## config.mk

```make
export PLATFORM = sky130hd
export DESIGN_NAME = exr_alu
export DESIGN_NICKNAME = d
export VERILOG_FILES = /design/src/design/exidx_range_lookup_assert.svh /design/src/design/exr_pkg.sv /design/src/design/exr_alu.sv
export SDC_FILE = /design/constraint.sdc
export NUM_CORES = 1
export LEC_CHECK = 0
export BUFFER_PORTS_ARGS = -buffer_cell sky130_fd_sc_hd__buf_2
export CAP_MARGIN = 20
export CORE_ASPECT_RATIO = 1.25
export CORE_MARGIN = 2
export CORE_UTILIZATION = 57
export DETAILED_ROUTE_END_ITERATION = 8
export PLACE_DENSITY = 0.95
export RECOVER_POWER = 100
export SYNTH_ARGS = -nofsm -noshare
export SYNTH_HDL_FRONTEND = slang
export SYNTH_SLANG_ARGS = --single-unit
export TNS_END_PERCENT = 10
```

## constraint.sdc

```tcl
create_clock -name vclk -period 9.32
set_input_delay 1.864 -clock vclk [all_inputs]
set_output_delay 1.864 -clock vclk [all_outputs]
set_load 0.01 [all_outputs]
```

## src/design/exidx_range_lookup_assert.svh

```systemverilog
// ----------------------------------------------------------------------------
// Assertion macros for the exception-index range lookup
// Shared implication forms used by the RTL checks.
// ----------------------------------------------------------------------------
`ifndef EXIDX_RANGE_LOOKUP_ASSERT_SVH
`define EXIDX_RANGE_LOOKUP_ASSERT_SVH

// Same-cycle implication, disabled during reset.
`define EXR_ASSERT_IMP(lbl, clk, rst, ante, cons) \
   lbl: assert property (@(posedge clk) disable iff (rst) (ante) |-> (cons)) \
      else $error("exr check failed: same-cycle implication");

// Next-cycle implication, disabled during reset.
`define EXR_ASSERT_NXT(lbl, clk, rst, ante, cons) \
   lbl: assert property (@(posedge clk) disable iff (rst) (ante) |=> (cons)) \
      else $error("exr check failed: next-cycle implication");

`endif

```

## src/design/exr_pkg.sv

```systemverilog
// ----------------------------------------------------------------------------
// Exception-index lookup package
// Field widths, register indexes, request codes and shared structs.
// ----------------------------------------------------------------------------
package exr_pkg;

   localparam int ADDR_W      = 32;
   localparam int EIDX_W      = 10;
   localparam int CNT_W       = 11;
   localparam int TBL_IDX_W   = 16;
   localparam int CSR_IDX_W   = 1;
   localparam int ENTRY_SHIFT = 3;   // entries are 8 bytes apart

   localparam logic [ADDR_W-1:0] END_OF_TABLE = 32'h7FFF_FFFF;

   localparam logic [CSR_IDX_W-1:0] CSR_TABLE_BASE  = 1'b0;
   localparam logic [CSR_IDX_W-1:0] CSR_ENTRY_COUNT = 1'b1;

   localparam logic REQ_LOAD   = 1'b0;
   localparam logic REQ_LOOKUP = 1'b1;

   typedef struct packed {
      logic [ADDR_W-1:0] base;
      logic [CNT_W-1:0]  count;
   } cfg_type;

   typedef struct packed {
      logic                 wr_en;
      logic [TBL_IDX_W-1:0] wr_idx;
      logic [ADDR_W-1:0]    wr_data;
      logic                 rd_en;
      logic [TBL_IDX_W-1:0] rd_idx;
   } tbl_cmd_type;

   typedef struct packed {
      logic [ADDR_W-1:0] a;
      logic [ADDR_W-1:0] b;
   } alu_op_type;

   typedef struct packed {
      logic [ADDR_W-1:0] sum;
      logic              eq;
      logic              lt;
   } alu_res_type;

endpackage

```

## src/design/exr_alu.sv

```systemverilog
// ----------------------------------------------------------------------------
// Shared add / compare unit
// One 32-bit adder and one unsigned comparator, time-shared by the sequencer.
// ----------------------------------------------------------------------------
module exr_alu (
   input  exr_pkg::alu_op_type  op,
   output exr_pkg::alu_res_type res
);
   import exr_pkg::*;

   always_comb begin
      res.sum = op.a + op.b;
      res.eq  = (op.a == op.b);
      res.lt  = (op.a < op.b);
   end

endmodule

```

# Yosys cells after proc, flatten, opt, wreduce, memory -nomap -nowiden
# Cells that the tools add are included.
# W data, S select, Z words.
dict set report totals {
  register_bits 0
  output_inout_bits 34
  word_cells 3
}
dict set report classes {
  addsub 1
  n_lt_le_gt_ge 1
  eq_ne 1
}
# operator count
set op_table {}
lappend op_table {{$add A32 B32 Y32} 1}
lappend op_table {{$eq A32 B32 Y1} 1}
lappend op_table {{$lt A32 B32 Y1} 1}

# Logic depth before layout (Yosys ltp)
# Gate-level depths: netlist (run 1).
dict set report logic_depth {
  ltp_word 1
  ltp_mapped 11
  depth_no_buf 10
}

# Worst setup path before layout (run 1)
# No wires, ideal clock.
dict set report synth_timing {
  kind {in2out}
  startpoint {in op[10] in the netlist's numbering}
  endpoint {out res[33] in the netlist's numbering}
  arrival_ns 3.879
  required_time_ns 7.456
  path_slack_ns 3.577
  path_stages 10
  path_buffers 0
  path_cell_list {inv_1 ha_1 or3_4 a211o_1 nand3_1 a31oi_2 o31a_1 o21ai_2 o41ai_2 xor2_1}
}
# element line
set synth_lines {}
lappend synth_lines {{start: declaration} exr_alu.sv:6} ;# input exr_pkg::alu_op_type op,
lappend synth_lines {{end: declaration} exr_alu.sv:7} ;# output exr_pkg::alu_res_type res

==> impl_metrics.tcl, run 1 <==
set metrics [dict create \
    finalCritPeriodShare_pct 73.7 \
    grt_max_degree 13 \
    remaining_drc_errors 0 \
    die_area_sq_um 5220 \
    overflow 0 \
    worstSetupPathType "input port to output pin" \
    layout_commonest_cell "buf_2" \
    peakVddDrop_mv 0.0341 \
    cp-start-kind "input port" \
    min_period_ns 6.87 \
    cellPowerDensity_nw_per_um2 70.0 \
    max_freq_ghz 0.146 \
    n_sequential_cell 0 \
    regArea_sq_um 0 \
    yosys.area_share.adder_pct 30.4 \
    hold_buffers 0 \
    yosys.area_share.simple_pct 19.7 \
    die_h_um 80.3 \
    crit_end "res[31]" \
    post-cts-setup-buffers 0 \
    synth_xor_area_share_pct 9.24 \
    hold_viol_final 0 \
    wl_per_cell_um 13.9 \
    pin_count 98 \
    timing.hold.ws_ns 4.13 \
    layout-drive-gt1-share_pct 18.1 \
    port_buffers 98 \
    cts-resized-gates 0 \
    worstSetupStartpoint "op[1]" \
    syn_inst 382 \
    rsz0062_at_grt "no" \
    syn_nets 510 \
    ant_nets 0 \
    setup_viol 0 \
    nFillCells 393 \
    syn2layout_area_growth_pct 16.0 \
    dr.first_iter.drc_count 158 \
    total_leakage_power_nw 1.59 \
    fin_cells 527 \
    grt_pass1_wl_mm 11.6 \
    dpl_cell_area_sq_um 3140 \
    clkPwrFrac_pct 0 \
    synth_compound_area_share_pct 29.1 \
    dp.cells 527 \
    ys_seq_area_share_pct 0 \
    max_cap_viol_count 0 \
    setup_slack_ns 2.45 \
    finalInstanceArea_sq_um 3080 \
    fin_setup_tns_ns 0 \
    grt_antenna_before_repair 0 \
    p_switching_mw 0.129 \
    pwr-share-comb_pct 100.0 \
    synth_top_family_by_area "adder cells" \
    grt_pass1_vias 2850 \
    coreArea_sq_um 4460 \
    synthMuxAreaShare_pct 0 \
    critical_path_peak_fanout 5 \
    outcome "completed" \
    vias 3015 \
    hp-class "input port to output pin" \
    final_cell_mix "buf_2, ha_1, inv_1, a21oi_1, nor2_1" \
    pre_cts_ws_ns 3.18 \
    switching_share_pct 59.7 \
    worstMarginPinSlew_ns 0.690 \
    grt_usage_pct 26.6 \
    slew_viol_final 0 \
    rows 27 \
    wl_mm 7.30 \
    drtPass1Iterations 5 \
    slew_headroom_pct 53.7 \
    required_ns 7.46 \
    synth_area_sq_um 2660 \
    gp_congestion 0.895 \
    clkbuf_count 0 \
    avgSynthCellArea_sq_um 6.95 \
    hpwlAfterDp_mm 6.33 \
    n_antenna_cell 0 \
    synth_warnings 0 \
    initial_utilization_pct 59.5 \
    fin_nets 599 \
    p_seq_share_pct 0 \
    yosysUniqueCellTypes 58 \
    vias_per_cell 5.72 \
    die_w_um 65.0 \
    crit_arrival_ns 5.01 \
    cp-end-kind "output pin" \
    intPower_mw 0.0868 \
]
-- Yosys cell counts, drive strengths merged (5+ instances only) --
cell,count,area share (%)
a21o,6,1.7
a21oi,45,8.6
a31oi,6,1.6
clkbuf,7,1.4
ha,63,30
inv,62,8.8
nand2,10,1.4
nand3,6,1.1
nand4,8,1.9
nor2,43,6.1
nor2b,7,1.6
nor3,9,1.9
nor4,5,1.2
o21ai,16,3.2
o21bai,15,4.2
o31ai,5,2.0
xnor2,23,7.6
xor2,5,1.6
-- routing by layer --
layer	vias to the layer above	global-route usage, %	wire, um
met5	-	0	0
met4	0	3.75	99
met3	12	2.10	435
met2	131	58.1	4010
met1	1365	26.9	2760
li1	1507	-	-
-- cell type report --
type	count	area (sq um)	share of cell area (%)
Inverter	62	233	7.55
Multi-Input combinational cell	309	2320	75.2
Tap cell	58	72.6	2.36
Timing Repair Buffer	98	459	14.9
-- worst min-delay path by stage --
stage | from | endpoint | slack (ns) | cells after the start
final | op[0] | res[2] | 4.13 | 4
after global placement | op[33] | res[3] | 4.11 | 3
after global routing | op[33] | res[3] | 4.17 | 3
after floorplan | op[0] | res[2] | 3.91 | 2
after CTS | op[33] | res[3] | 4.12 | 3
after detailed placement | op[33] | res[3] | 4.12 | 3
-- worst max-delay path: stages --
cell and delay [ns]:
clkbuf_1 0.16, inv_1 0.06, ha_1 0.31, nor2b_1 0.07
o311ai_0 0.48, nand3_1 0.19, a31oi_1 0.53, o21ai_0 0.29
a211oi_1 0.54, o2111ai_1 0.17, and4b_1 0.21, buf_2 0.13
-- cell families after synthesis --
kind of cell,after synthesis
adder cells (fa/ha/maj),64
AO/OA/AOI/OAI,114
buffers and inverters,73
XOR/XNOR,28
AND/OR/NAND/NOR,103
-- power groups by stage --
stage,logic (mW),registers [mW],clock network (mW)
floorplan,0.149,0,0
global placement,0.215,0,0
detailed placement,0.220,0,0
CTS,0.221,0,0
global route,0.236,0,0
finish,0.215,0,0
-- per-stage QoR --
step / utilization [%] / power (mW)
after floorplan: - / 0.149
after global placement: 70.5 / 0.215
after detailed placement: 70.5 / 0.220
after CTS: 70.5 / 0.221
after global routing: 69.1 / 0.236
final: 69.1 / 0.215
Note: power is estimated with default switching activity, not from simulation.
==> inputs of run 2 (changes only) <==
--- a/config.mk
+++ b/config.mk
@@ -9,7 +9,7 @@
 export CAP_MARGIN = 20
 export CORE_ASPECT_RATIO = 1.25
 export CORE_MARGIN = 2
-export CORE_UTILIZATION = 57
+export CORE_UTILIZATION = 53
 export DETAILED_ROUTE_END_ITERATION = 8
 export PLACE_DENSITY = 0.95
 export RECOVER_POWER = 100
==> constraint.sdc (replaced) <==
create_clock -name vclk -period 7.15
set_input_delay 1.43 -clock vclk [all_inputs]
set_output_delay 1.43 -clock vclk [all_outputs]
set_load 0.01 [all_outputs]
==> impl_metrics.tcl, run 2 (synthesized netlist as in run 1, its figures left out) <==
set metrics [dict create \
    vias_per_cell 5.78 \
    setup_slack_ns 0.976 \
    layout-drive-gt1-share_pct 18.1 \
    post-cts-setup-buffers 0 \
    coreArea_sq_um 4760 \
    finalInstanceArea_sq_um 3080 \
    min_period_ns 6.17 \
    max_freq_ghz 0.162 \
    rsz0062_at_grt "no" \
    cp-end-kind "output pin" \
    worstSetupPathType "input port to output pin" \
    clkbuf_count 0 \
    hp-class "input port to output pin" \
    wl_per_cell_um 13.6 \
    ant_nets 0 \
    pre_cts_ws_ns 1.85 \
    overflow 0 \
    remaining_drc_errors 0 \
    port_buffers 98 \
    slew_viol_final 0 \
    total_power_mw 0.280 \
    hold-path-cell-count 4 \
    rows 28 \
    vias 3059 \
    grt_pass1_vias 3141 \
    finalCritPeriodShare_pct 86.3 \
    outcome "completed" \
    setup_viol 0 \
    cellPowerDensity_nw_per_um2 90.9 \
    gp_congestion 0.938 \
    post-route-util_pct 64.7 \
    fin_cells 529 \
    timing.hold.ws_ns 3.27 \
    grt_antenna_before_repair 0 \
    whs_endpoint "res[2]" \
    crit_arrival_ns 4.74 \
    drtPass1Iterations 4 \
    slew_headroom_pct 48.5 \
    syn2layout_area_growth_pct 16.1 \
    total_leakage_power_nw 1.59 \
    worstMarginPinSlew_ns 0.767 \
    n_antenna_cell 0 \
    hold_buffers 0 \
    cts-resized-gates 0 \
    n_sequential_cell 0 \
    hp-start "op[0]" \
    final_cell_mix "buf_2, ha_1, inv_1, a21oi_1, nor2_1" \
    grt_max_degree 13 \
    initial_utilization_pct 55.7 \
    multi_input_area_sq_um 2320 \
    wl_mm 7.19 \
    grt_pass1_wl_mm 12.2 \
    die_h_um 83.1 \
    layout_commonest_cell "buf_2" \
    hold_viol_final 0 \
    nFillCells 466 \
    regArea_sq_um 0 \
    dp.cells 529 \
    dpl_cell_area_sq_um 3150 \
    fin_setup_tns_ns 0 \
    required_ns 5.72 \
    dr.first_iter.drc_count 265 \
    hpwlAfterDp_mm 6.32 \
    max_cap_viol_count 0 \
    die_area_sq_um 5600 \
    critical_path_peak_fanout 5 \
    cp-start-kind "input port" \
    fin_nets 599 \
    peakVddDrop_mv 0.0437 \
    pin_count 98 \
    grt_usage_pct 25.9 \
    die_w_um 67.3 \
]
run 2: how the worst max path moves through the flow:
stage | from | to | slack (ns) | cells past startpoint
6_report | op[1] | res[31] | 0.98 | 12
5_1_grt | op[1] | res[31] | 0.84 | 12
4_1_cts | op[1] | res[31] | 1.84 | 12
3_5_place_dp | op[1] | res[33] | 1.85 | 12
3_3_place_gp | op[10] | res[33] | 1.95 | 12
2_1_floorplan | op[10] | res[33] | 2.28 | 10
run 2: where the power goes:
part           internal, mW  total [mW]  switching [mW]
sequential                0           0               0
clock                     0           0               0
combinational         0.113       0.280           0.167
total                 0.113       0.280           0.167
run 2: worst max-delay path: stages:
cell       delay (ns)
clkbuf_1         0.16
inv_1            0.07
ha_1             0.32
nor2b_1          0.06
o311ai_0         0.60
nand3_1          0.24
a31oi_1          0.55
o21ai_0          0.28
a211oi_1         0.51
o2111ai_1        0.18
and4b_1          0.21
buf_2            0.13
run 2: metal layers:
metal | GRT usage, % | up-vias | share of wire, %
met4 | 10.8 | 0 | 3.4
met1 | 26.2 | 1399 | 37
met2 | 50.7 | 129 | 53
li1 | - | 1505 | -
met3 | 2.71 | 26 | 5.9
met5 | 0 | - | 0
run 2: layout make-up:
type	instances	area share [%]
Timing Repair Buffer	98	14.9
Inverter	62	7.55
Multi-Input combinational cell	309	75.1
Tap cell	60	2.44
==> inputs of run 3 (changes only) <==
==> constraint.sdc (replaced) <==
create_clock -name vclk -period 7.15
set_input_delay 1.43 -clock vclk [all_inputs]
set_output_delay 1.43 -clock vclk [all_outputs]
set_load 0.02 [all_outputs]
==> impl_metrics.tcl, run 3 (synthesized netlist as in run 1, its figures left out) <==
set metrics [dict create \
    wl_per_cell_um 14.0 \
    fin_setup_tns_ns 0 \
    rows 28 \
    outcome "completed" \
    clkPwrFrac_pct 0 \
    overflow 0 \
    cp_cell_sequence "buf_2 -> inv_1 -> ha_1 -> nor2b_1 -> nor2_1 -> nand3_1 -> a31oi_1 -> o21ai_0 -> a211oi_1 -> o2111ai_1 -> and4b_1 -> buf_2" \
    grt_usage_pct 26.4 \
    pwr-share-comb_pct 100.0 \
    critPathSlowestCell "a211oi_1" \
    hp-class "input port to output pin" \
    critical_path_peak_fanout 8 \
    cpPeakStageDelay_ns 0.60 \
    total_power_mw 0.314 \
    gp_congestion 0.892 \
    initial_utilization_pct 55.7 \
    clkbuf_count 0 \
    setup_slack_ns 1.44 \
    grt_max_degree 13 \
    total_leakage_power_nw 1.59 \
    max_cap_viol_count 0 \
    syn2layout_area_growth_pct 16.2 \
    ant_nets 0 \
    required_ns 5.72 \
    max_freq_ghz 0.175 \
    p_seq_share_pct 0 \
    hold_buffers 0 \
    timing.hold.ws_ns 3.30 \
    fin_nets 599 \
    cellPowerDensity_nw_per_um2 102 \
    pin_count 98 \
    setup_viol 0 \
    grt_pass1_vias 2945 \
    regArea_sq_um 0 \
    worst_path_most_repeated_cell "buf_2" \
    hpwlAfterDp_mm 6.50 \
    min_period_ns 5.71 \
    post-cts-setup-buffers 0 \
    remaining_drc_errors 0 \
    die_h_um 83.1 \
    layout_commonest_cell "buf_2" \
    p_switching_mw 0.201 \
    finalCritPeriodShare_pct 79.9 \
    pre_cts_ws_ns 1.82 \
    dr.first_iter.drc_count 129 \
    rsz0062_at_grt "no" \
    crit_arrival_ns 4.28 \
    cp-start-kind "input port" \
    cts-resized-gates 0 \
    layout-drive-gt1-share_pct 17.9 \
    switching_share_pct 63.9 \
    n_sequential_cell 0 \
    drtPass1Iterations 4 \
    n_antenna_cell 0 \
    coreArea_sq_um 4760 \
    intPower_mw 0.113 \
    worstSetupStartpoint "op[6]" \
    slew_viol_final 0 \
    port_buffers 98 \
    cp-end-kind "output pin" \
    vias_per_cell 5.72 \
    peakVddDrop_mv 0.0521 \
    grt_pass1_wl_mm 12.3 \
    die_area_sq_um 5600 \
    wl_mm 7.43 \
    die_w_um 67.3 \
    vias 3024 \
    slew_headroom_pct 51.6 \
    worstSetupPathType "input port to output pin" \
    worstMarginPinSlew_ns 0.720 \
    hold_viol_final 0 \
    final_cell_mix "buf_2, ha_1, inv_1, a21oi_1, nor2_1" \
    grt_antenna_before_repair 0 \
    hp-start "op[0]" \
]
run 3: cell count changes in the layout (fill, tap and decap cells not counted):
cell      previous run  this run
o311ai_2             0         1
o41ai_1              2         1
o31ai_1              2         4
o21ai_1              0         1
o31ai_2              3         1
o21ai_2              1         0
o311ai_0             1         0
o41ai_2              0         1
run 3: cell type report:
cell class	count	area, sq um
inverter	62	233
fill	452	1680
tap	60	75.1
multi-input combinational	309	2320
timing repair buffer	98	459
run 3: critical path: cells and delay by family:
family | cells | cell delay, ns
compound gates | 4 | 1.50
simple gates | 4 | 0.63
fa+ha+maj | 1 | 0.44
buf+inv | 3 | 0.28
run 3: layer usage:
| layer | GRT usage [%] | share of wire (%) | vias to the layer above |
|---|---|---|---|
| li1 | - | - | 1514 |
| met1 | 27.7 | 37 | 1375 |
| met2 | 52.9 | 55 | 120 |
| met3 | 2.71 | 5.7 | 15 |
| met4 | 6.12 | 1.7 | 0 |
| met5 | 0 | 0 | - |
run 3: stage by stage:
step,utilization [%],instance area [sq um],std cells
after floorplan,-,2660,382
after global placement,66.0,3150,529
after detailed placement,66.0,3150,529
after CTS,66.0,3150,529
after global routing,64.7,3080,529
final,64.7,3080,529
run 3: power by group through the flow:
stage / Sequential, mW / Combinational, mW / Clock (mW)
after floorplan: 0 / 0.226 / 0
after global placement: 0 / 0.312 / 0
after detailed placement: 0 / 0.320 / 0
after CTS: 0 / 0.322 / 0
after global routing: 0 / 0.342 / 0
final: 0 / 0.314 / 0
run 3: worst paths after layout:
| path | to | slack [ns] | cells past startpoint |
|---|---|---|---|
| min | res[2] | 3.30 | 4 |
| max | res[31] | 1.44 | 12 |
