==> config.mk <==
export PLATFORM = sky130hd
export DESIGN_NAME = exr_ctrl
export DESIGN_NICKNAME = d
export VERILOG_FILES = /design/src/design/exr_pkg.sv /design/src/design/exr_ctrl.sv
export VERILOG_INCLUDE_DIRS = /design/src /design/src/design
export SDC_FILE = /design/constraint.sdc
export NUM_CORES = 1
export LEC_CHECK = 0
export ABC_AREA = 1
export ABC_CLOCK_PERIOD_IN_PS = 10200
export BUFFER_PORTS_ARGS = -buffer_cell sky130_fd_sc_hd__buf_2
export CAP_MARGIN = 15
export CORE_AREA = 5 5 160 162
export DETAILED_ROUTE_END_ITERATION = 12
export DIE_AREA = 0 0 165 167
export PLACE_DENSITY_LB_ADDON = 0.12
export SLEW_MARGIN = 30
export SYNTH_ARGS = -nofsm -noshare
export SYNTH_HDL_FRONTEND = slang
export SYNTH_SLANG_ARGS = --single-unit
==> constraint.sdc <==
create_clock -name clock -period 10.2 [get_ports clock]
set_input_delay 2.04 -clock clock [delete_from_list [all_inputs] [get_ports clock]]
set_output_delay 2.04 -clock clock [all_outputs]
set_load 0.05 [all_outputs]
==> src/design/exidx_range_lookup_assert.svh <==
// ----------------------------------------------------------------------------
// Assertion macros for the exception-index range lookup
// Shared implication forms used by the RTL checks.
// ----------------------------------------------------------------------------
`ifndef EXIDX_RANGE_LOOKUP_ASSERT_SVH
`define EXIDX_RANGE_LOOKUP_ASSERT_SVH

// Same-cycle implication, disabled during reset.
`define EXR_ASSERT_IMP(lbl, clk, rst, ante, cons) \
   lbl: assert property (@(posedge clk) disable iff (rst) (ante) |-> (cons)) \
      else $error("exr check failed: same-cycle implication");

// Next-cycle implication, disabled during reset.
`define EXR_ASSERT_NXT(lbl, clk, rst, ante, cons) \
   lbl: assert property (@(posedge clk) disable iff (rst) (ante) |=> (cons)) \
      else $error("exr check failed: next-cycle implication");

`endif

==> src/design/exr_pkg.sv <==
// ----------------------------------------------------------------------------
// Exception-index lookup package
// Field widths, register indexes, request codes and shared structs.
// ----------------------------------------------------------------------------
package exr_pkg;

   localparam int ADDR_W      = 32;
   localparam int EIDX_W      = 10;
   localparam int CNT_W       = 11;
   localparam int TBL_IDX_W   = 16;
   localparam int CSR_IDX_W   = 1;
   localparam int ENTRY_SHIFT = 3;   // entries are 8 bytes apart

   localparam logic [ADDR_W-1:0] END_OF_TABLE = 32'h7FFF_FFFF;

   localparam logic [CSR_IDX_W-1:0] CSR_TABLE_BASE  = 1'b0;
   localparam logic [CSR_IDX_W-1:0] CSR_ENTRY_COUNT = 1'b1;

   localparam logic REQ_LOAD   = 1'b0;
   localparam logic REQ_LOOKUP = 1'b1;

   typedef struct packed {
      logic [ADDR_W-1:0] base;
      logic [CNT_W-1:0]  count;
   } cfg_type;

   typedef struct packed {
      logic                 wr_en;
      logic [TBL_IDX_W-1:0] wr_idx;
      logic [ADDR_W-1:0]    wr_data;
      logic                 rd_en;
      logic [TBL_IDX_W-1:0] rd_idx;
   } tbl_cmd_type;

   typedef struct packed {
      logic [ADDR_W-1:0] a;
      logic [ADDR_W-1:0] b;
   } alu_op_type;

   typedef struct packed {
      logic [ADDR_W-1:0] sum;
      logic              eq;
      logic              lt;
   } alu_res_type;

endpackage

==> src/design/exr_ctrl.sv <==
// ----------------------------------------------------------------------------
// Lookup sequencer
// Drives loads and the binary search through the shared unit and the table.
// ----------------------------------------------------------------------------
`include "exidx_range_lookup_assert.svh"

module exr_ctrl #(
   parameter int MAX_ENTRIES = 1024
) (
   input  logic                          clock,
   input  logic                          reset,
   input  logic                          start,
   output logic                          busy,
   input  logic                          req_type,
   input  logic [exr_pkg::EIDX_W-1:0]    req_entry_index,
   input  logic [exr_pkg::ADDR_W-1:0]    req_entry_word,
   input  logic [exr_pkg::ADDR_W-1:0]    req_pc,
   input  exr_pkg::cfg_type              cfg,
   output exr_pkg::tbl_cmd_type          tbl_cmd,
   input  logic [exr_pkg::ADDR_W-1:0]    tbl_rd_data,
   output exr_pkg::alu_op_type           alu_op,
   input  exr_pkg::alu_res_type          alu_res,
   output logic                          rsp_strobe,
   output logic                          rsp_found,
   output logic [exr_pkg::ADDR_W-1:0]    rsp_entry_address,
   output logic [exr_pkg::ADDR_W-1:0]    rsp_range_start,
   output logic [exr_pkg::ADDR_W-1:0]    rsp_range_end
);
   import exr_pkg::*;

   localparam int IW   = (MAX_ENTRIES > 1) ? $clog2(MAX_ENTRIES) : 1;
   localparam int CW   = $clog2(MAX_ENTRIES + 1);
   localparam int CMPW = (CW > CNT_W) ? CW : CNT_W;

   typedef enum logic [7:0] {
      S_IDLE     = 8'b0000_0001,
      S_LD_ADDR  = 8'b0000_0010,
      S_LD_WRITE = 8'b0000_0100,
      S_LK_INIT  = 8'b0000_1000,
      S_SEARCH   = 8'b0001_0000,
      S_START    = 8'b0010_0000,
      S_END      = 8'b0100_0000,
      S_RESP     = 8'b1000_0000
   } state_type;

   state_type state_ff, state_in;

   logic              type_ff,  type_in;
   logic [EIDX_W-1:0] eidx_ff,  eidx_in;
   logic [ADDR_W-1:0] word_ff,  word_in;
   logic [ADDR_W-1:0] pc_ff,    pc_in;
   logic [CW-1:0]     lo_ff,    lo_in;
   logic [CW-1:0]     hi_ff,    hi_in;
   logic [CW-1:0]     count_ff, count_in;
   logic [IW-1:0]     mid_ff,   mid_in;
   logic [IW-1:0]     pick_ff,  pick_in;
   logic              nxt_ok_ff, nxt_ok_in;
   logic              found_ff, found_in;
   logic [ADDR_W-1:0] addr_ff,  addr_in;
   logic [ADDR_W-1:0] start_ff, start_in;
   logic [ADDR_W-1:0] end_ff,   end_in;

   logic [CW-1:0]     cnt_eff;
   logic [CW-1:0]     nlo;
   logic [CW-1:0]     nhi;
   logic [CW:0]       lh_sum;
   logic [CW-1:0]     nxt_idx;
   logic              idx_ok;

   // Clamp the programmed count to the table depth.
   always_comb begin
      if (CMPW'(cfg.count) > CMPW'(MAX_ENTRIES)) begin
         cnt_eff = CW'(MAX_ENTRIES);
      end else begin
         cnt_eff = CW'(cfg.count);
      end
   end

   // Narrow the search window from the probe compare.
   always_comb begin
      if (alu_res.lt) begin
         nlo = lo_ff;
         nhi = CW'(mid_ff);
      end else begin
         nlo = CW'(mid_ff) + CW'(1);
         nhi = hi_ff;
      end
      lh_sum  = {1'b0, nlo} + {1'b0, nhi};
      nxt_idx = CW'(pick_ff) + CW'(1);
      idx_ok  = 32'(eidx_ff) < 32'(MAX_ENTRIES);
   end

   always_comb begin
      state_in  = state_ff;
      type_in   = type_ff;
      eidx_in   = eidx_ff;
      word_in   = word_ff;
      pc_in     = pc_ff;
      lo_in     = lo_ff;
      hi_in     = hi_ff;
      count_in  = count_ff;
      mid_in    = mid_ff;
      pick_in   = pick_ff;
      nxt_ok_in = nxt_ok_ff;
      found_in  = found_ff;
      addr_in   = addr_ff;
      start_in  = start_ff;
      end_in    = end_ff;

      alu_op.a  = pc_ff;
      alu_op.b  = tbl_rd_data;

      tbl_cmd         = '0;
      tbl_cmd.wr_idx  = TBL_IDX_W'(eidx_ff);
      tbl_cmd.wr_data = alu_res.sum;

      case (state_ff)
         S_IDLE: begin
            if (start) begin
               type_in = req_type;
               eidx_in = req_entry_index;
               word_in = req_entry_word;
               pc_in   = req_pc;
               state_in = (req_type == REQ_LOOKUP) ? S_LK_INIT : S_LD_ADDR;
            end
         end
         S_LD_ADDR: begin
            alu_op.a = cfg.base;
            alu_op.b = ADDR_W'(eidx_ff) << ENTRY_SHIFT;
            addr_in  = alu_res.sum;
            state_in = S_LD_WRITE;
         end
         S_LD_WRITE: begin
            alu_op.a      = addr_ff;
            alu_op.b      = {word_ff[ADDR_W-2], word_ff[ADDR_W-2:0]};
            tbl_cmd.wr_en = idx_ok;
            state_in      = S_IDLE;
         end
         S_LK_INIT: begin
            count_in = cnt_eff;
            if (cfg.base == '0 || cnt_eff == '0) begin
               found_in = 1'b0;
               addr_in  = '0;
               start_in = '0;
               end_in   = '0;
               state_in = S_RESP;
            end else begin
               lo_in          = '0;
               hi_in          = cnt_eff;
               mid_in         = IW'(cnt_eff >> 1);
               tbl_cmd.rd_en  = 1'b1;
               tbl_cmd.rd_idx = TBL_IDX_W'(mid_in);
               state_in       = S_SEARCH;
            end
         end
         S_SEARCH: begin
            if (alu_res.eq) begin
               pick_in        = mid_ff;
               tbl_cmd.rd_en  = 1'b1;
               tbl_cmd.rd_idx = TBL_IDX_W'(mid_ff);
               state_in       = S_START;
            end else if (nlo < nhi) begin
               lo_in          = nlo;
               hi_in          = nhi;
               mid_in         = IW'(lh_sum >> 1);
               tbl_cmd.rd_en  = 1'b1;
               tbl_cmd.rd_idx = TBL_IDX_W'(mid_in);
            end else if (nhi == '0) begin
               found_in = 1'b0;
               addr_in  = '0;
               start_in = '0;
               end_in   = '0;
               state_in = S_RESP;
            end else begin
               pick_in        = IW'(nhi - CW'(1));
               tbl_cmd.rd_en  = 1'b1;
               tbl_cmd.rd_idx = TBL_IDX_W'(pick_in);
               state_in       = S_START;
            end
         end
         S_START: begin
            start_in       = tbl_rd_data;
            nxt_ok_in      = nxt_idx < count_ff;
            tbl_cmd.rd_en  = nxt_ok_in;
            tbl_cmd.rd_idx = TBL_IDX_W'(nxt_idx);
            state_in       = S_END;
         end
         S_END: begin
            end_in   = nxt_ok_ff ? tbl_rd_data : END_OF_TABLE;
            alu_op.a = cfg.base;
            alu_op.b = ADDR_W'(pick_ff) << ENTRY_SHIFT;
            addr_in  = alu_res.sum;
            found_in = 1'b1;
            state_in = S_RESP;
         end
         S_RESP: begin
            state_in = S_IDLE;
         end
         default: begin
            state_in = S_IDLE;
         end
      endcase
   end

   always_ff @(posedge clock) begin
      if (reset) begin
         state_ff <= S_IDLE;
      end else begin
         state_ff <= state_in;
      end
   end

   always_ff @(posedge clock) begin
      type_ff   <= type_in;
      eidx_ff   <= eidx_in;
      word_ff   <= word_in;
      pc_ff     <= pc_in;
      lo_ff     <= lo_in;
      hi_ff     <= hi_in;
      count_ff  <= count_in;
      mid_ff    <= mid_in;
      pick_ff   <= pick_in;
      nxt_ok_ff <= nxt_ok_in;
      found_ff  <= found_in;
      addr_ff   <= addr_in;
      start_ff  <= start_in;
      end_ff    <= end_in;
   end

   assign busy              = (state_ff != S_IDLE);
   assign rsp_strobe        = (state_ff == S_RESP) && (type_ff == REQ_LOOKUP);
   assign rsp_found         = found_ff;
   assign rsp_entry_address = addr_ff;
   assign rsp_range_start   = start_ff;
   assign rsp_range_end     = end_ff;

   `EXR_ASSERT_IMP(a_search_window, clock, reset, state_ff == S_SEARCH,
                   (lo_ff < hi_ff) && (CW'(mid_ff) >= lo_ff) &&
                   (CW'(mid_ff) < hi_ff) && (hi_ff <= count_ff))
   `EXR_ASSERT_IMP(a_pick_range, clock, reset, state_ff == S_START, CW'(pick_ff) < count_ff)
   `EXR_ASSERT_IMP(a_miss_zero, clock, reset, rsp_strobe && !rsp_found,
                   (addr_ff == '0) && (start_ff == '0) && (end_ff == '0))
   `EXR_ASSERT_IMP(a_write_alone, clock, reset, tbl_cmd.wr_en,
                   (state_ff == S_LD_WRITE) && !tbl_cmd.rd_en)
   `EXR_ASSERT_NXT(a_resp_once, clock, reset, state_ff == S_RESP, state_ff == S_IDLE)

endmodule

Yosys cells after proc, flatten, opt, wreduce, memory -nomap -nowiden
Cells that the tools add are included.

Eq/ne operators: 19. Muxes and demuxes: 45. Add/sub/neg operators: 4. Magnitude comparators: 3. Reduce and logical (&&, ||, !) cells: 17.

Operators with widths (number): case mux 32 bit (3 select lines) (3); case mux 64 bit (3 select lines) (1); two-way mux 32 bit (5); two-way mux 11 bit (9); two-way mux 17 bit (4); two-way mux 10 bit (6); case mux 17 bit (3 select lines) (1); case mux 8 bit (6 select lines) (1); case mux 11 bit (2 select lines) (2); two-way mux 8 bit (5); zero test 32 bit (1); adder 10 x 1 -> 11 bit (second input constant) (2); zero test 11 bit (2); < comparator 11 bit (2); case mux 10 bit (2 select lines) (1); != test 2 bit (second input constant) (9); AND reduction 5 bit (3); adder 11 bit (1); > comparator 11 bit (second input constant) (1); subtractor 10 x 1 -> 10 bit (second input constant) (1); nonzero test 3 bit (3); equality test 8 x 1 -> 1 bit (second input constant) (1); equality test 8 x 2 -> 1 bit (second input constant) (1); equality test 8 x 3 -> 1 bit (second input constant) (1); other kinds (17) (22).

Bits in registers: 233. Input port bits: 187. Output and inout port bits: 229. Logic and storage cells: 103.

Longest topological paths before layout
Gate-level depths: netlist of run 1.

Depth after elaboration: 6. Mapped depth: 21. Mapped depth without buffers: 21.

Worst setup path before layout of run 1
Ideal clock, no wire load.

Kind: input -> output. From: input port alu_res[0] in the netlist's numbering. To: output port tbl_cmd[0] in the netlist's numbering. Cell stages on the path: 17. Required time: 8.160 ns. Path buffers: 4. Setup slack: 3.597 ns. Arrival: 4.563 ns. Cell sequence: buf_6 buf_8 clkbuf_1 a21oi_1 o21ai_0 nand2_1 ha_1 inv_1 nor3_1 nor3b_1 a21oi_2 buf_4 nand3_1 nand3_1 nand2_1 nand2_1 nand2_1.

RTL lines: from (decl) (line exr_ctrl.sv:22) `input exr_pkg::alu_res_type alu_res,`; to (decl) (line exr_ctrl.sv:19) `output exr_pkg::tbl_cmd_type tbl_cmd,`.

==> metrics.csv, run 1 <==
metric,value,unit
min_period,7870,ps
ys_seq_area_share,56.3,%
slowest_stage,buf_2,
fin_nets,1892,
num_vias,10539,
finalHoldViolCount,0,
ctsLongestPathBuffers,3,
tightest_slew,785,ps
rsz0062_at_grt,false,
clock_sinks,233,
start_util,51.2,%
grt_start_max_net_pins,66,
numCtsBuffers,26,
drc,0,
netlist_instances,1309,
crit_path_end_kind,output port,
syn_to_final_growth,24.7,%
dpl.hpwl,29500,um
fin_tns_setup,0,ps
synth_area_leaders,"edfxtp_1 55%, nand2_1 7.7%, inv_1 6.1%, nor2_1 4.3%, ha_1 3.2%",
drt_wl_total,38500,um
swShare,28.7,%
syn_area,12300,um^2
drive_above_1_share,30.1,%
setup_viol,0,
antenna_found_initial,15,
relSlewSlack,47.7,%
grt_usage,26.6,%
tritoncts,yes,
finish.utilization,63.9,%
gp_congestion,0.923,
grt_pass1_wl,57300,um
required,8160,ps
yosysMostFrequentCell,nand2_1,
cts_max_level,1,
finalMaxSlewViolations,0,
antenna_left,0,
r2r_setup_slack,5850,ps
hp-class,reg -> reg,
path_max_fanout,29,
die_h,167,um
rows,57,
path_buf_inv,4,
io_buffers,403,
cts_hold_buf,0,
cts-resized-gates,0,
postCtsSetupBuffers,0,
core_area,24000,um^2
via_per_inst,5.20,
synth_top_area_cell,edfxtp_1,
post-route-period-util,77.1,%
start_kind,input pin,
crit_arrival,5830,ps
nFillCells,2076,
async_flop_share,0,%
ys_ff_latch,233,
grt_overflow,0,
insertion_delay,550,ps
synth.avg_cell_area,9.38,um^2
die-area,27600,um^2
synth_cell_types,50,
p_clk_share,38.5,%
synth_common_cells,"253 x nand2_1, 225 x edfxtp_1, 199 x inv_1",
p_comb_share,16.3,%
first_pass_iters,4,
synth_edf_count,225,
power_frac_seq,45.2,%
wl_per_cell,19.0,um
cts.reportedPaths.clkPinSlew,60,ps
status,"finished, final reports clean",
synthFlopType,edfxtp_1,
cap_violations,0,
crit_family,simple AND/OR/NAND/NOR gates,
max_stage_delay,560,ps
vdd_drop_max,0.000123,V
max_freq,0.127,GHz
power.density,159,nW/um^2
p_sw,697,uW
leakage,0.00712,uW
grt_pass1_vias,10179,
crit_path_cell_trace,buf_2 > inv_2 > or2_2 > nand2_1 > inv_1 > ha_1 > nor3_1 > nor3b_1 > a21oi_2 > nand2_1 > nand2_1 > nand2_1 > nand2_1 > nand3_1 > nand2_1 > buf_2,
cts-root-buf,clkbuf_16,
drt_iter0_drc,800,
ios,416,
synth_top_area_share,55.0,%
p_int,1740,uW
skew,13.4,ps
yosysWarningCount,0,
crit_top_cell,nand2_1,
crit_type,in -> out,
die_w,165,um
cells in the final DEF (no fill, tap or decap), drive strengths merged, types with 11 or more instances in the layout:
| cell | instances |
|---|---|
| a21oi | 62 |
| clkinv | 17 |
| buf | 417 |
| nand4 | 18 |
| o21ai | 77 |
| xor2 | 15 |
| conb | 11 |
| clkbuf | 29 |
| inv | 210 |
| edfxtp | 225 |
| a22oi | 19 |
| ha | 31 |
| nor2 | 146 |
| o211ai | 26 |
| nand3 | 58 |
| nand2 | 270 |
final cells by class:
| type | count | area [um^2] | share of cell area [%] |
|---|---|---|---|
| repair buffers | 417 | 2200 | 14.4 |
| inverters | 212 | 796 | 5.20 |
| clock inverters | 19 | 200 | 1.31 |
| diodes | 10 | 25.0 | 0.163 |
| multi-input cells | 783 | 4100 | 26.8 |
| well taps | 324 | 405 | 2.65 |
| flip-flops and latches | 233 | 6920 | 45.2 |
| clock buffers | 29 | 662 | 4.32 |
flip-flops by register name, indices dropped and copies added (netlist names):
| register | flops |
|---|---|
| eidx_ff | 10 |
| count_ff | 11 |
| pick_ff | 10 |
| mid_ff | 10 |
| state_ff | 8 |
| rsp_found | 1 |
| type_ff | 1 |
| rsp_range_end | 32 |
| hi_ff | 11 |
| nxt_ok_ff | 1 |
| rsp_entry_address | 32 |
| word_ff | 31 |
| pc_ff | 32 |
| rsp_range_start | 32 |
| lo_ff | 11 |
worst min-delay path, cell delays in order, from the launching register on:
cell,delay [ps]
edfxtp_1,320
nand2_1,60
a21oi_1,130
stage by stage:
stage          cells  hold slack (ps)  total power [uW]  setup WS (ps)  cell area [um^2]
2_1_floorplan   1319              546              1400           3600             12300
3_3_place_gp    1965              609              1510           2380             14300
3_5_place_dp    1969              625              1520           2360             14400
4_1_cts         2017              641              2450           2340             15300
5_1_grt         2026              671              2520           2050             15300
6_report        2027              632              2430           2330             15300
power groups by stage:
stage | Sequential (uW) | Combinational (uW) | Clock, uW
finish | 1100 | 397 | 936
global route | 1100 | 423 | 996
detailed placement | 1120 | 396 | 0
floorplan | 1160 | 246 | 0
CTS | 1100 | 397 | 952
global placement | 1120 | 387 | 0
cells by family after synthesis:
| group | synth area share, % |
|---|---|
| xor gates and xnor gates | 1.20 |
| and+or+nand+nor | 18.1 |
| adders and majority gates | 3.32 |
| AOI/OAI and AO/OA | 10.1 |
| other | 0.0305 |
| buffers and inverters | 10.9 |
| DFF | 56.3 |
worst paths after layout:
check              from                   to  cells past startpoint
min reg2reg   lo_ff[10]            lo_ff[10]                      2
min           lo_ff[10]            lo_ff[10]                      2
max          alu_res[0]           tbl_cmd[9]                     16
max reg2reg   mid_ff[0]  rsp_range_start[18]                     16
per-layer routing:
layer	vias up	routed length [um]	part of all wire (%)	global-route usage, %
met2	447	19400	50	46.0
met4	12	929	2.4	7.81
met3	71	3330	8.6	5.88
li1	5052	-	-	-
met1	4957	14800	38	33.3
met5	-	87	0.23	0
No activity file was read; power rests on OpenSTA's default activity.
==> inputs of run 2 (changes only) <==
ABC_AREA = 0   (was 1)
ABC_CLOCK_PERIOD_IN_PS = 7700   (was 10200)
CORE_AREA = not set   (was 5 5 160 162)
CORE_MARGIN = 5   (was not set)
CORE_UTILIZATION = 51   (was not set)
DIE_AREA = not set   (was 0 0 165 167)
clock period = 7.7 ns   (was 10.2 ns; I/O delays follow)
==> run 2 against run 1 <==
  * Register-to-register slack got worse by 3200 ps
  * Sequential power is 33% higher
  * Critical path depth shrank 5
  * Non-clock buffer count up 4
  * Combinational power grew 23%
  * Area after synthesis down 2.8%
  * Total power rose by 27%
  * Flip-flop and latch count is the same
  * Cell area fell by 3.1%
  * Via count decreased by 5.9%
  * Utilization shrank 0.11 points
  * Critical endpoint is now tbl_cmd[6]
  * Largest cell class unchanged
==> metrics.csv, run 2 <==
metric,value,unit,change
ys_seq_area_share,57.9,%,+1.6 points
finalHoldViolCount,0,,unchanged
async_flop_share,0,%,unchanged
vdd_drop_max,0.000128,V,+3.4%
synth_top_area_share,56.6,%,+1.6 points
reg2reg_depth,15,,-1
ys_ff_latch,233,,unchanged
tritoncts,yes,,
die_w,163,um,-1.2%
status,"finished, final reports clean",,
start_util,51.3,%,+0.086 points
setup_viol,0,,unchanged
grt_usage,28.0,%,+1.4 points
max_freq,0.149,GHz,
grt_pass1_wl,57000,um,-0.46%
numCtsBuffers,26,,unchanged
insertion_delay,540,ps,about the same
drive_above_1_share,33.0,%,+2.8 points
synth.avg_cell_area,11.0,um^2,+18%
crit_path_end_kind,output port,,
start_kind,input pin,,
nFillCells,1946,,-6.3%
r2r_setup_slack,2690,ps,-3160 ps
antenna_found_initial,14,,-1
regToRegStartpoint,mid_ff[0],,
syn_to_final_growth,24.3,%,
min_period,6730,ps,
gp_congestion,0.912,,-1.2%
fin_tns_setup,0,ps,unchanged
synth_cell_types,67,,+34%
postCtsSetupBuffers,0,,unchanged
cts.reportedPaths.clkPinSlew,50,ps,about the same
yosysWarningCount,0,,unchanged
die-area,26600,um^2,-3.6%
synth_common_cells,"225 x edfxtp_1, 135 x nand2_1, 83 x nor2_1",,
tightest_slew,875,ps,+90.8 ps
synth_top_area_cell,edfxtp_1,,
cts-resized-gates,0,,unchanged
ctsLongestPathBuffers,3,,unchanged
regArea,6920,um^2,unchanged
cts-root-buf,clkbuf_16,,
required,6160,ps,-2000 ps
antenna_left,0,,unchanged
synth_area_leaders,"edfxtp_1 57%, nand2_1 4.2%, ha_1 3.2%, buf_4 2.8%, a21oi_1 2.6%",,
finalMaxSlewViolations,0,,unchanged
synth_edf_count,225,,unchanged
post-route-period-util,87.4,%,
num_vias,9917,,-5.9%
drc,0,,unchanged
layout_common_cells,"403 x buf_2, 225 x edfxtp_1, 135 x nand2_1, 81 x nor2_1, 63 x inv_1",,
via_per_inst,5.56,,+6.9%
rows,56,,-1.8%
cts_hold_buf,0,,unchanged
drt_wl_total,39300,um,+2.0%
fin_nets,1656,,-12%
cts_max_level,1,,unchanged
hold_start,lo_ff[0],,
crit_type,in -> out,,
ios,416,,unchanged
fin_hold_ws,651,ps,+18.1 ps
finish.utilization,63.8,%,-0.11 points
hold_depth,2,,unchanged
power,3100,uW,+27%
first_pass_iters,7,,+3
skew,21.4,ps,+7.92 ps
layout_commonest_cell,buf_2,,
multi_input_area,4300,um^2,+4.9%
syn_area,11900,um^2,-2.8%
hold_end,lo_ff[0],,
power.density,209,nW/um^2,+31%
timing.rr.end,rsp_entry_address[23],,
netlist_instances,1083,,-17%
io_buffers,403,,unchanged
drt_iter0_drc,862,,+7.8%
cap_violations,0,,unchanged
leakage,0.00637,uW,-11%
rsz0062_at_grt,false,,
wl_per_cell,22.0,um,+16%
crit_arrival,5190,ps,-640 ps
synthFlopType,edfxtp_1,,
clock_sinks,233,,unchanged
die_h,163,um,-2.4%
grt_pass1_vias,9579,,-5.9%
yosysMostFrequentCell,edfxtp_1,,
relSlewSlack,41.4,%,-6.3 points
stdcell_count,1784,,-12%
dpl.hpwl,30100,um,+2.2%
path_max_fanout,47,,+62%
hp-class,reg -> reg,,
placedCellCount,1728,,-12%
core_area,23300,um^2,-2.9%
grt_overflow,0,,unchanged
grt_start_max_net_pins,62,,-6.1%
-- run 2: cell types whose count changed in the layout (fill, tap and decap cells not counted), moves of 24 or more --
cell / previous run / this run
nand3_1: 56 / 10
inv_1: 198 / 63
o21ai_0: 67 / 36
nor2_1: 140 / 81
o31ai_1: 0 / 24
nand2_1: 253 / 135
and2_1: 0 / 44
-- run 2: area by class of cell --
class	instances	share of cell area, %
clock inverters	15	0.725
repair buffers	421	14.6
multi-input cells	691	29.0
well taps	319	2.69
diodes	9	0.152
clock buffers	32	4.54
inverters	64	1.62
flip-flops and latches	233	46.6
-- run 2: power by group --
group          internal (uW)  switching [uW]  leakage [uW]
Sequential              1440            18.6       0.00218
Combinational            126             361       0.00380
Clock                    653             497      0.000384
-- run 2: worst max-delay path by stage --
stage               startpoint         end  cells past startpoint
floorplan           alu_res[0]  tbl_cmd[6]                     14
global placement    alu_res[0]  tbl_cmd[2]                     14
detailed placement  alu_res[0]  tbl_cmd[2]                     14
CTS                 alu_res[0]  tbl_cmd[2]                     14
global route        alu_res[0]  tbl_cmd[8]                     13
finish              alu_res[0]  tbl_cmd[6]                     11
-- run 2: per-layer routing --
layer	vias to the layer above	GRT usage, %	share of wire (%)
met5	-	0	0.20
met2	506	46.4	48
met4	10	7.59	2.8
met1	4721	36.1	38
met3	79	8.33	11
li1	4601	-	-
-- run 2: kinds of logic after synthesis --
logic type	count (synthesis)	synth area share [%]
multiplexers	17	1.48
AND/OR/NAND/NOR	371	15.0
XOR/XNOR	33	2.42
other	1	0.0314
AO/OA/AOI/OAI	227	12.8
buffers and inverters	169	6.83
flip-flops	233	57.9
adder cells (fa/ha/maj)	32	3.42
-- run 2: through the flow --
step	instance area, um^2	setup WS (ps)
after global placement	14000	992
final	14800	972
after CTS	14800	990
after detailed placement	14000	1000
after global routing	14800	657
after floorplan	12000	582
-- run 2: critical path: stages --
cell,delay (ps)
buf_2,610
buf_4,290
mux2i_1,500
ha_1,390
a21oi_1,210
o311a_1,170
nand4_1,90
o21a_1,290
or2_2,330
o31ai_1,410
buf_2,350
==> inputs of run 3 (changes only) <==
GPL_ROUTABILITY_DRIVEN = 0   (was not set)
GPL_TIMING_DRIVEN = 0   (was not set)
==> run 3 against run 2 <==
  * Clock skew decreased by 7.8 ps
  * Utilization grew 2.7 points
  * Register-to-register slack improved by 470 ps
  * Cell count grew 4.9%
  * Wire length up 8.3%
  * Worst setup slack got worse by 570 ps
  * Cell area is 4.2% higher
  * Non-clock buffer count grew 92
  * Via count increased by 6.6%
  * Combinational power is 9.8% higher
  * Count of clock-buffer cells in the layout unchanged
  * Critical path type unchanged
  * Largest cell class unchanged
==> metrics.csv, run 3 (synthesis gave the netlist of run 2 again) <==
metric,value,unit,change
status,"finished, final reports clean",,
swShare,28.2,%,-0.13 points
num_vias,10570,,+6.6%
p_int,2280,uW,+2.7%
via_per_inst,5.65,,+1.6%
die_w,163,um,unchanged
antenna_found_initial,12,,-2
cts-root-buf,clkbuf_16,,
skew,13.5,ps,-7.84 ps
min_period,7300,ps,+573 ps
power.density,205,nW/um^2,-1.6%
drc,0,,unchanged
relSlewSlack,40.0,%,-1.4 points
hp-class,reg -> reg,,
rsz0062_at_grt,false,,
p_comb_share,16.9,%,+1.2 points
layout_commonest_cell,buf_2,,
cts.reportedPaths.clkPinSlew,60,ps,about the same
max_freq,0.137,GHz,-7.9%
rows,56,,unchanged
path_max_fanout,28,,-40%
numCtsBuffers,26,,unchanged
syn_to_final_growth,29.5,%,
max_stage_delay,560,ps,-50 ps
crit_path_cell_trace,buf_2 > buf_2 > buf_2 > clkbuf_1 > nand2_1 > o21ai_0 > ha_1 > a21o_1 > a21oi_1 > nand4_1 > o21a_1 > buf_2 > or2_2 > o31ai_1 > buf_2,,
antenna_left,0,,unchanged
cap_violations,0,,unchanged
die-area,26600,um^2,unchanged
leakage,0.00668,uW,+4.8%
reg2reg_depth,15,,unchanged
fin_tns_setup,0,ps,unchanged
postCtsSetupBuffers,0,,unchanged
hold_start,lo_ff[0],,
finalHoldViolCount,0,,unchanged
grt_pass1_vias,10137,,+5.8%
grt_overflow,0,,unchanged
post-route-period-util,94.8,%,+7.4 points
clock_sinks,233,,unchanged
grt_usage,30.2,%,+2.2 points
placedCellCount,1822,,+5.4%
path_buf_inv,6,,+3
p_clk_share,37.2,%,about the same
insertion_delay,540,ps,about the same
nFillCells,1895,,-2.6%
timing.rr.end,pick_ff[7],,
crit_path_end_kind,output port,,
required,6160,ps,about the same
fin_nets,1748,,+5.6%
grt_pass1_wl,60700,um,+6.5%
crit_start,alu_res[0],,
crit_top_cell,buf_2,,
drt_wl_total,42600,um,+8.3%
wl_per_cell,22.7,um,+3.3%
grt_start_max_net_pins,24,,-61%
regToRegStartpoint,mid_ff[1],,
cts_max_level,1,,unchanged
ios,416,,unchanged
p_sw,895,uW,+2.1%
die_h,163,um,unchanged
postLayoutCellArea,15500,um^2,+4.2%
ctsLongestPathBuffers,3,,unchanged
power_frac_seq,45.9,%,-1.2 points
vdd_drop_max,0.000160,V,+25%
hold_end,lo_ff[0],,
setup_viol,0,,unchanged
core_area,23300,um^2,unchanged
crit_type,in -> out,,
crit_arrival,5760,ps,+570 ps
regArea,6920,um^2,unchanged
start_util,51.3,%,unchanged
io_buffers,401,,-0.50%
stdcell_count,1871,,+4.9%
first_pass_iters,7,,unchanged
placed_area,14700,um^2,+4.4%
hold_depth,2,,unchanged
multi_input_area,4300,um^2,-0.15%
start_kind,input pin,,
drive_above_1_share,33.5,%,+0.58 points
tritoncts,yes,,
slowest_stage,buf_2,,
tightest_slew,896,ps,+20.9 ps
r2r_setup_slack,3160,ps,+470 ps
drt_iter0_drc,1074,,+25%
layout_common_cells,"413 x buf_2, 225 x edfxtp_1, 135 x nand2_1, 82 x nor2_1, 64 x inv_1",,
dpl.hpwl,34000,um,+13%
cts-resized-gates,0,,unchanged
finalMaxSlewViolations,0,,unchanged
crit_family,buffers and inverters,,
[run 3: cell types whose count changed in the layout (fill, tap and decap cells not counted), moves of 2 or more]
cell      before  now
buf_1          0    6
buf_16         1    7
buf_2        403  413
buf_4         17   44
buf_8          0    2
clkbuf_1       6   46
clkinv_1       5    8
clkinv_2       7    1
diode_2        9    5
[run 3: how the worst max path moves through the flow]
stage                                 end  slack, ps  cells after the start
floorplan                      tbl_cmd[6]        580                     14
detailed placement             tbl_cmd[8]       -100                     16
global placement    rsp_entry_address[11]      -1060                     12
global route                   tbl_cmd[6]        150                     15
finish                         tbl_cmd[8]        400                     15
CTS                            tbl_cmd[8]        260                     15
[run 3: through the flow]
| stage | setup slack [ps] | utilization, % | hold WS, ps | total power, uW |
|---|---|---|---|---|
| after detailed placement | -95.4 | 63.0 | 645 | 2020 |
| after CTS | 255 | 66.4 | 656 | 3180 |
| after floorplan | 582 | - | 595 | 1830 |
| after global placement | -1060 | 61.8 | 635 | 2000 |
| after global routing | 155 | 66.4 | 724 | 3260 |
| final | 398 | 66.5 | 655 | 3180 |
[run 3: final cells by class]
| type | instances | area share [%] |
|---|---|---|
| antenna | 5 | 0.0809 |
| buffer | 103 | 3.67 |
| clock buffer | 32 | 4.35 |
| clock inverter | 14 | 0.817 |
| inverter | 64 | 1.55 |
| multi-input combinational | 691 | 27.8 |
| sequential | 233 | 44.7 |
| tap | 319 | 2.58 |
| timing repair buffer | 410 | 14.4 |
[run 3: metal layers]
layer,wire length (um),track usage [%]
met5,99,0
met4,1280,7.85
met3,4610,8.05
met2,20600,51.1
met1,15900,38.7
[run 3: timing repair]
item,CTS,global route
hold buffers,0,0
endpoints found under the hold margin,0,0
endpoints found under the setup margin,2,1
pin swaps,0,0
[run 3: worst register-to-register path, delay by kind of cell, from the launching register on]
family	cells	cell delay (ps)
DFF	1	510
adders and majority gates	2	740
AOI/OAI and AO/OA	5	780
xor gates and xnor gates	1	190
and+or+nand+nor	5	1470
buffers and inverters	2	460
[run 3: power groups by stage]
stage          clock network (uW)  logic (uW)  registers (uW)
6_report                     1180         536            1460
5_1_grt                      1240         564            1460
4_1_cts                      1190         533            1460
3_5_place_dp                    0         532            1480
3_3_place_gp                    0         504            1490
2_1_floorplan                   0         308            1520
